File: src/rtl/aescbc_pkg.sv
// Shared types, tables and round functions for the AES-256 CBC block.
`default_nettype none
package aescbc_pkg;

  localparam int MAX_ROUNDS = 14;
  localparam int KEY_WORDS  = 8;
  localparam int RK_ROWS    = MAX_ROUNDS + 1;

  typedef logic [0:255][7:0] byte_tab_t;

  typedef struct packed {
    logic [63:0] block_high;
    logic [63:0] block_low;
    logic        last_block;
  } in_item_t;

  typedef struct packed {
    logic [63:0] result_high;
    logic [63:0] result_low;
    logic        result_last;
  } out_item_t;

  typedef enum logic [2:0] {
    REG_KEY_HIGH      = 3'd0,
    REG_KEY_UPPER_MID = 3'd1,
    REG_KEY_LOWER_MID = 3'd2,
    REG_KEY_LOW       = 3'd3,
    REG_IV_HIGH       = 3'd4,
    REG_IV_LOW        = 3'd5,
    REG_ROUND_COUNT   = 3'd6,
    REG_DECRYPT_MODE  = 3'd7
  } cfg_reg_t;

  typedef struct packed {
    logic       capture;
    logic       exp_step;
    logic       exp_last;
    logic [5:0] exp_idx;
    logic [3:0] rd_addr;
    logic       init;
    logic       round;
    logic       last_rnd;
    logic       finish;
  } ctl_cmd_t;

  typedef struct packed {
    logic       keys_valid;
    logic       decrypt;
    logic [3:0] rounds;
    logic       out_free;
  } ctl_status_t;

  localparam byte_tab_t SBOX = {
    8'd99,8'd124,8'd119,8'd123,8'd242,8'd107,8'd111,8'd197,8'd48,8'd1,8'd103,8'd43,
    8'd254,8'd215,8'd171,8'd118,8'd202,8'd130,8'd201,8'd125,8'd250,8'd89,8'd71,8'd240,
    8'd173,8'd212,8'd162,8'd175,8'd156,8'd164,8'd114,8'd192,8'd183,8'd253,8'd147,8'd38,
    8'd54,8'd63,8'd247,8'd204,8'd52,8'd165,8'd229,8'd241,8'd113,8'd216,8'd49,8'd21,
    8'd4,8'd199,8'd35,8'd195,8'd24,8'd150,8'd5,8'd154,8'd7,8'd18,8'd128,8'd226,
    8'd235,8'd39,8'd178,8'd117,8'd9,8'd131,8'd44,8'd26,8'd27,8'd110,8'd90,8'd160,
    8'd82,8'd59,8'd214,8'd179,8'd41,8'd227,8'd47,8'd132,8'd83,8'd209,8'd0,8'd237,
    8'd32,8'd252,8'd177,8'd91,8'd106,8'd203,8'd190,8'd57,8'd74,8'd76,8'd88,8'd207,
    8'd208,8'd239,8'd170,8'd251,8'd67,8'd77,8'd51,8'd133,8'd69,8'd249,8'd2,8'd127,
    8'd80,8'd60,8'd159,8'd168,8'd81,8'd163,8'd64,8'd143,8'd146,8'd157,8'd56,8'd245,
    8'd188,8'd182,8'd218,8'd33,8'd16,8'd255,8'd243,8'd210,8'd205,8'd12,8'd19,8'd236,
    8'd95,8'd151,8'd68,8'd23,8'd196,8'd167,8'd126,8'd61,8'd100,8'd93,8'd25,8'd115,
    8'd96,8'd129,8'd79,8'd220,8'd34,8'd42,8'd144,8'd136,8'd70,8'd238,8'd184,8'd20,
    8'd222,8'd94,8'd11,8'd219,8'd224,8'd50,8'd58,8'd10,8'd73,8'd6,8'd36,8'd92,
    8'd194,8'd211,8'd172,8'd98,8'd145,8'd149,8'd228,8'd121,8'd231,8'd200,8'd55,8'd109,
    8'd141,8'd213,8'd78,8'd169,8'd108,8'd86,8'd244,8'd234,8'd101,8'd122,8'd174,8'd8,
    8'd186,8'd120,8'd37,8'd46,8'd28,8'd166,8'd180,8'd198,8'd232,8'd221,8'd116,8'd31,
    8'd75,8'd189,8'd139,8'd138,8'd112,8'd62,8'd181,8'd102,8'd72,8'd3,8'd246,8'd14,
    8'd97,8'd53,8'd87,8'd185,8'd134,8'd193,8'd29,8'd158,8'd225,8'd248,8'd152,8'd17,
    8'd105,8'd217,8'd142,8'd148,8'd155,8'd30,8'd135,8'd233,8'd206,8'd85,8'd40,8'd223,
    8'd140,8'd161,8'd137,8'd13,8'd191,8'd230,8'd66,8'd104,8'd65,8'd153,8'd45,8'd15,
    8'd176,8'd84,8'd187,8'd22
  };

  function automatic byte_tab_t build_inv();
    byte_tab_t t;
    t = '0;
    for (int i = 0; i < 256; i++) begin
      t[SBOX[i]] = 8'(i);
    end
    return t;
  endfunction

  localparam byte_tab_t INV_SBOX = build_inv();

  function automatic logic [7:0] xtime(input logic [7:0] a);
    return {a[6:0], 1'b0} ^ (a[7] ? 8'h1b : 8'h00);
  endfunction

  function automatic logic [7:0] gf_mul(input logic [7:0] a_in, input logic [7:0] b_in);
    logic [7:0] a;
    logic [7:0] b;
    logic [7:0] p;
    a = a_in;
    b = b_in;
    p = '0;
    for (int i = 0; i < 8; i++) begin
      if (b[0]) p = p ^ a;
      a = xtime(a);
      b = b >> 1;
    end
    return p;
  endfunction

  function automatic logic [31:0] sub_word(input logic [31:0] w);
    return {SBOX[w[31:24]], SBOX[w[23:16]], SBOX[w[15:8]], SBOX[w[7:0]]};
  endfunction

  function automatic logic [127:0] sub_bytes(input logic [127:0] v, input logic inv);
    logic [127:0] o;
    for (int j = 0; j < 16; j++) begin
      o[127-8*j -: 8] = inv ? INV_SBOX[v[127-8*j -: 8]] : SBOX[v[127-8*j -: 8]];
    end
    return o;
  endfunction

  function automatic logic [127:0] shift_rows(input logic [127:0] v, input logic inv);
    logic [127:0] o;
    int src;
    o = v;
    for (int r = 1; r < 4; r++) begin
      for (int c = 0; c < 4; c++) begin
        src = inv ? ((c + 4 - r) & 3) : ((c + r) & 3);
        o[127-8*(r+4*c) -: 8] = v[127-8*(r+4*src) -: 8];
      end
    end
    return o;
  endfunction

  function automatic logic [127:0] mix_columns(input logic [127:0] v, input logic inv);
    logic [127:0] o;
    logic [3:0][7:0] m;
    logic [7:0] acc;
    m = inv ? {8'd9, 8'd13, 8'd11, 8'd14} : {8'd1, 8'd1, 8'd3, 8'd2};
    for (int c = 0; c < 4; c++) begin
      for (int r = 0; r < 4; r++) begin
        acc = '0;
        for (int k = 0; k < 4; k++) begin
          acc = acc ^ gf_mul(m[(k + 4 - r) & 3], v[127-8*(4*c+k) -: 8]);
        end
        o[127-8*(4*c+r) -: 8] = acc;
      end
    end
    return o;
  endfunction

endpackage
`default_nettype wire

File: src/rtl/aescbc_ctrl.sv
// Sequencer for key expansion, cipher rounds and result hand-off.
`default_nettype none
module aescbc_ctrl (
  input  wire logic                    clk,
  input  wire logic                    rst_n,
  input  wire logic                    in_valid,
  output logic                         in_stall,
  input  wire aescbc_pkg::ctl_status_t status,
  output aescbc_pkg::ctl_cmd_t         cmd
);

  typedef enum logic [5:0] {
    S_IDLE   = 6'b000001,
    S_EXPAND = 6'b000010,
    S_LOAD   = 6'b000100,
    S_INIT   = 6'b001000,
    S_ROUND  = 6'b010000,
    S_DONE   = 6'b100000
  } state_t;

  state_t     state_r, state_nxt;
  logic [5:0] exp_idx_r, exp_idx_nxt;
  logic [3:0] rnd_r, rnd_nxt;
  logic [3:0] rnd_step;
  logic       rnd_last;

  assign in_stall = (state_r != S_IDLE);
  assign rnd_step = status.decrypt ? rnd_r - 4'd1 : rnd_r + 4'd1;
  assign rnd_last = status.decrypt ? (rnd_r == 4'd0) : (rnd_r == status.rounds);

  always_comb begin
    state_nxt   = state_r;
    exp_idx_nxt = exp_idx_r;
    rnd_nxt     = rnd_r;
    cmd         = '0;
    cmd.exp_idx = exp_idx_r;
    unique case (state_r)
      S_IDLE: begin
        if (in_valid) begin
          cmd.capture = 1'b1;
          exp_idx_nxt = '0;
          state_nxt   = status.keys_valid ? S_LOAD : S_EXPAND;
        end
      end
      S_EXPAND: begin
        cmd.exp_step = 1'b1;
        cmd.exp_last = (exp_idx_r == {status.rounds, 2'b11});
        exp_idx_nxt  = exp_idx_r + 6'd1;
        if (cmd.exp_last) state_nxt = S_LOAD;
      end
      S_LOAD: begin
        cmd.rd_addr = status.decrypt ? status.rounds : 4'd0;
        rnd_nxt     = cmd.rd_addr;
        state_nxt   = S_INIT;
      end
      S_INIT: begin
        cmd.init    = 1'b1;
        cmd.rd_addr = rnd_step;
        rnd_nxt     = rnd_step;
        state_nxt   = S_ROUND;
      end
      S_ROUND: begin
        cmd.round    = 1'b1;
        cmd.last_rnd = rnd_last;
        if (rnd_last) begin
          cmd.rd_addr = rnd_r;
          state_nxt   = S_DONE;
        end else begin
          cmd.rd_addr = rnd_step;
          rnd_nxt     = rnd_step;
        end
      end
      S_DONE: begin
        // hold until the output register can take the result
        if (status.out_free) begin
          cmd.finish = 1'b1;
          state_nxt  = S_IDLE;
        end
      end
      default: state_nxt = S_IDLE;
    endcase
  end

  always_ff @(posedge clk) begin
    if (!rst_n) begin
      state_r   <= S_IDLE;
      exp_idx_r <= '0;
      rnd_r     <= '0;
    end else begin
      state_r   <= state_nxt;
      exp_idx_r <= exp_idx_nxt;
      rnd_r     <= rnd_nxt;
    end
  end

endmodule
`default_nettype wire

File: config.mk
export PLATFORM = sky130hd
export DESIGN_NAME = aescbc_ctrl
export DESIGN_NICKNAME = d
export VERILOG_FILES = /design/src/rtl/aescbc_pkg.sv /design/src/rtl/aescbc_ctrl.sv
export SDC_FILE = /design/constraint.sdc
export NUM_CORES = 1
export LEC_CHECK = 0
export BUFFER_PORTS_ARGS = -buffer_cell sky130_fd_sc_hd__buf_2
export CAP_MARGIN = 40
export CORE_MARGIN = 2
export CORE_UTILIZATION = 25
export CTS_CLUSTER_SIZE = 12
export DETAILED_ROUTE_END_ITERATION = 6
export SYNTH_ARGS = -nofsm -noshare
export SYNTH_HDL_FRONTEND = slang
export SYNTH_SLANG_ARGS = --single-unit
File: constraint.sdc
create_clock -name clk -period 2.9 [get_ports clk]
set_clock_uncertainty 0.05 [all_clocks]
set_input_delay 0.145 -clock clk [delete_from_list [all_inputs] [get_ports clk]]
set_output_delay 0.145 -clock clk [all_outputs]
set_load 0.01 [all_outputs]
==> summary.md <==
| Metric | Value |
|---|---|
| Synthesis Warnings | 0 |
| Comb power frac | roughly 37% |
| Die Y | roughly 72 um |
| HPWL after detailed placement | between 2 and 2.5 mm |
| Setup CP Type | reg2out |
| Post-CTS Resized | 0 |
| Initial core utilization | a little over a quarter |
| Prevailing post-synth register cell | dfxtp_1 |
| Post-synthesis sequential area ratio | 27.80% |
| Max Clk Rate | roughly 430 MHz |
| Vias in the first global route | ~1.1k |
| CTS buffer count | 3 |
| Setup total negative slack | 0 ps |
| Seq cells post-synth | 16 |
| Clk buf depth | 2 |
| CP max stage cell | or4_4 |
| Period minus WS final | 2336 ps |
| Post-Syn Instances | 140 |
| Worst R2R Path Depth | 5 |
| Layout fillers | 478 |
| Register share of total power | between 40 and 50% |
| CP Cell Sequence | xor2_1 > or4_4 > o211ai_4 > a21oi_2 > a211o_1 > buf_2 |
| Clock sink count | 16 |
| Root buffer cell | clkbuf_8 |
| Final-report setup violation count | 0 |
| Worst skew pair latency | around 240 ps |
| HP Class | in2reg |
| Largest net degree at the start of global routing | 11 |
| Nets | 183 |
| Max Slew Vio Count | 0 |
| Cts hold-fix bufs | 0 |
| Ys async rst share | 0% |
| Clock Power Share | between 20% and 30% |
| VDD IR max | 0.2326 mV |
| Yosys cell types | 49 |
| # IOs | 28 |
| Final instance area | about 1400 um^2 |
| Min-Delay Path Depth | 3 |
| Leak pwr | between 0.6 and 0.7 nW |
| Grt ovf | 0 |
| DRC | 0 |
| EDFF count, synth | 0 |
| Crit. End Element | output pin |
| Netlist Area Pre-Place | approximately 1200 um^2 |
| Hold Fails Final Rpt | 0 |
| Post-placement cell area | 1325 um^2 |
| Gr usage total | between 10% and 20% |
| Slowest stage delay, CP | just under 600 ps |
| Data arrival, critical path | approximately 2100 ps |
| Critical Path Source Type | flop |
| Max-cap violations | 0 |
| DR pass1 iterations | 4 |
| Share of cells above drive strength 1 | between 20% and 30% |
| Post-DRT Antenna Nets | 0 |
| Antenna violations before repair | 0 |
| Syn nets | between 150 and 200 |
| Pint | roughly 0.44 mW |
| Commonest non-fill, non-tap cells in the layout | buf_2, dfxtp_1, nand2_1 |
| WP buf/inv | 1 |
| Setup repair after global routing missed its margin | false |
| Crit-path max FO | 6 |
| Ant diodes | 0 |
| Die area | around 5200 um^2 |
| Number of DRC violations after detailed-routing iteration 0 | 59 |
| Vias | approximately 1.1k |
| Die Width | 71.89 um |
| Area grow syn2layout | 18.57% |
| Rel. slew slack | around 64% |
| Buffers on Ports | 27 |
| CP Depth | 6 |
| DR vias/cell | 5.105 |
| Htree depth | 1 |
| Core Area | between 4000 and 5000 um^2 |
| Commonest non-fill, non-tap cell in the layout | buf_2 |
| Avg WL per Cell | 13.85 um |
| Critical path's top delay family | compound AO/OA/AOI/OAI gates |
| Drt total wl | between 3 and 4 mm |
| Switching share of power | ~39% |
| Site Rows | 24 |
| Placer Congestion | about 0.84 |
| Reg clk slew, reported paths | approximately 60 ps |
| Worst path required time | 2710 ps |
| TritonCTS clock tree | done |
| P per Cell Area | roughly 530 nW/um^2 |
| Total setup buffers inserted after CTS | 0 |
| First-pass GRT wire length | 5.154 mm |
| Psw | around 0.28 mW |
| Syn Area/Cell | roughly 8.2 um^2 |
| Post-route clock period utilization | 80.54% |
| Worst slew pin tran | around 540 ps |
| Status | complete, no violations |
==> power by group through the flow <==
stage	combinational, mW	clock, mW	sequential [mW]
after floorplan	0.222	0	0.268
after global placement	0.266	0	0.298
after detailed placement	0.264	0	0.297
after CTS	0.266	0.175	0.293
after global routing	0.295	0.187	0.300
final	0.264	0.167	0.293
==> stage by stage <==
stage | std cells | utilization [%] | power [mW] | hold WS (ps) | worst slack [ps]
detailed placement | 216 | 30.22 | 0.5611 | 375.0 | 847.3
CTS | 219 | 31.16 | 0.7335 | 119.7 | 563.7
floorplan | 140 | - | 0.4896 | 222.9 | 984.4
global route | 219 | 31.16 | 0.7828 | 149.2 | 483.9
finish | 219 | 31.16 | 0.7239 | 112.1 | 564.5
global placement | 216 | 30.22 | 0.5640 | 353.9 | 879.3
==> tightest hold or removal path: cells and delay by family <==
kind,cells,cell delay (ps)
buffers and inverters,1,90
and+or+nand+nor,1,80
AOI/OAI and AO/OA,1,50
==> Yosys cell counts, types with 3 or more instances <==
cell type | n | area [um^2]
nand2_1 | 15 | 56.30
nand4b_1 | 3 | 26.28
dfxtp_1 | 16 | 320.3
nor2_1 | 11 | 41.29
a21oi_1 | 9 | 45.04
a31oi_1 | 3 | 18.77
nor3_1 | 5 | 25.02
xnor2_1 | 6 | 52.55
nand3_1 | 7 | 35.03
o21ai_0 | 6 | 30.03
ha_1 | 3 | 37.54
xor2_1 | 7 | 61.31
inv_1 | 3 | 11.26
==> path summary, 6_finish.rpt <==
kind	from	slack, ps	to
worst max-delay path	rnd_r[3]$_SDFFE_PN0P_	560	cmd[6]
worst min-delay path	status[6]	110	state_r[2]$_SDFFE_PN0P_
worst max register to register	rnd_r[3]$_SDFFE_PN0P_	970	rnd_r[2]$_SDFFE_PN0P_
worst min register to register	exp_idx_r[1]$_SDFFE_PN0P_	450	exp_idx_r[1]$_SDFFE_PN0P_
==> flip-flops by register name, indices dropped and copies added (netlist names) <==
signal / flops
exp_idx_r: 6
state_r: 6
rnd_r: 4
==> metal layers <==
metal / vias to the layer above / GRT usage, % / part of all wire, %
li1: 574 / - / -
met1: 527 / 17.47 / 48
met5: - / 0 / 0
met2: 15 / 18.83 / 47
met4: 0 / 3.774 / 0.63
met3: 2 / 3.194 / 4.2
==> final cells by class <==
cell class | count | area (um^2) | area share, %
Multi-Input combinational cell | 115 | 780.7 | 57.14
Sequential cell | 16 | 320.3 | 23.44
Timing Repair Buffer | 27 | 135.1 | 9.890
Tap cell | 52 | 65.06 | 4.762
Clock buffer | 3 | 41.29 | 3.022
Inverter | 6 | 23.77 | 1.740
==> cell families (layout without fill, tap and decap cells) <==
kind of cell | count (synthesis) | count (layout) | synth area share, %
AND/OR/NAND/NOR | 62 | 62 | 30.84
AO/OA/AOI/OAI | 35 | 35 | 21.06
flip-flops | 16 | 16 | 27.80
XOR/XNOR | 13 | 13 | 9.881
buffers and inverters | 9 | 36 | 4.450
adder cells (fa/ha/maj) | 4 | 4 | 4.995
multiplexers | 1 | 1 | 0.9771
Power figures use the tool's default switching activity.
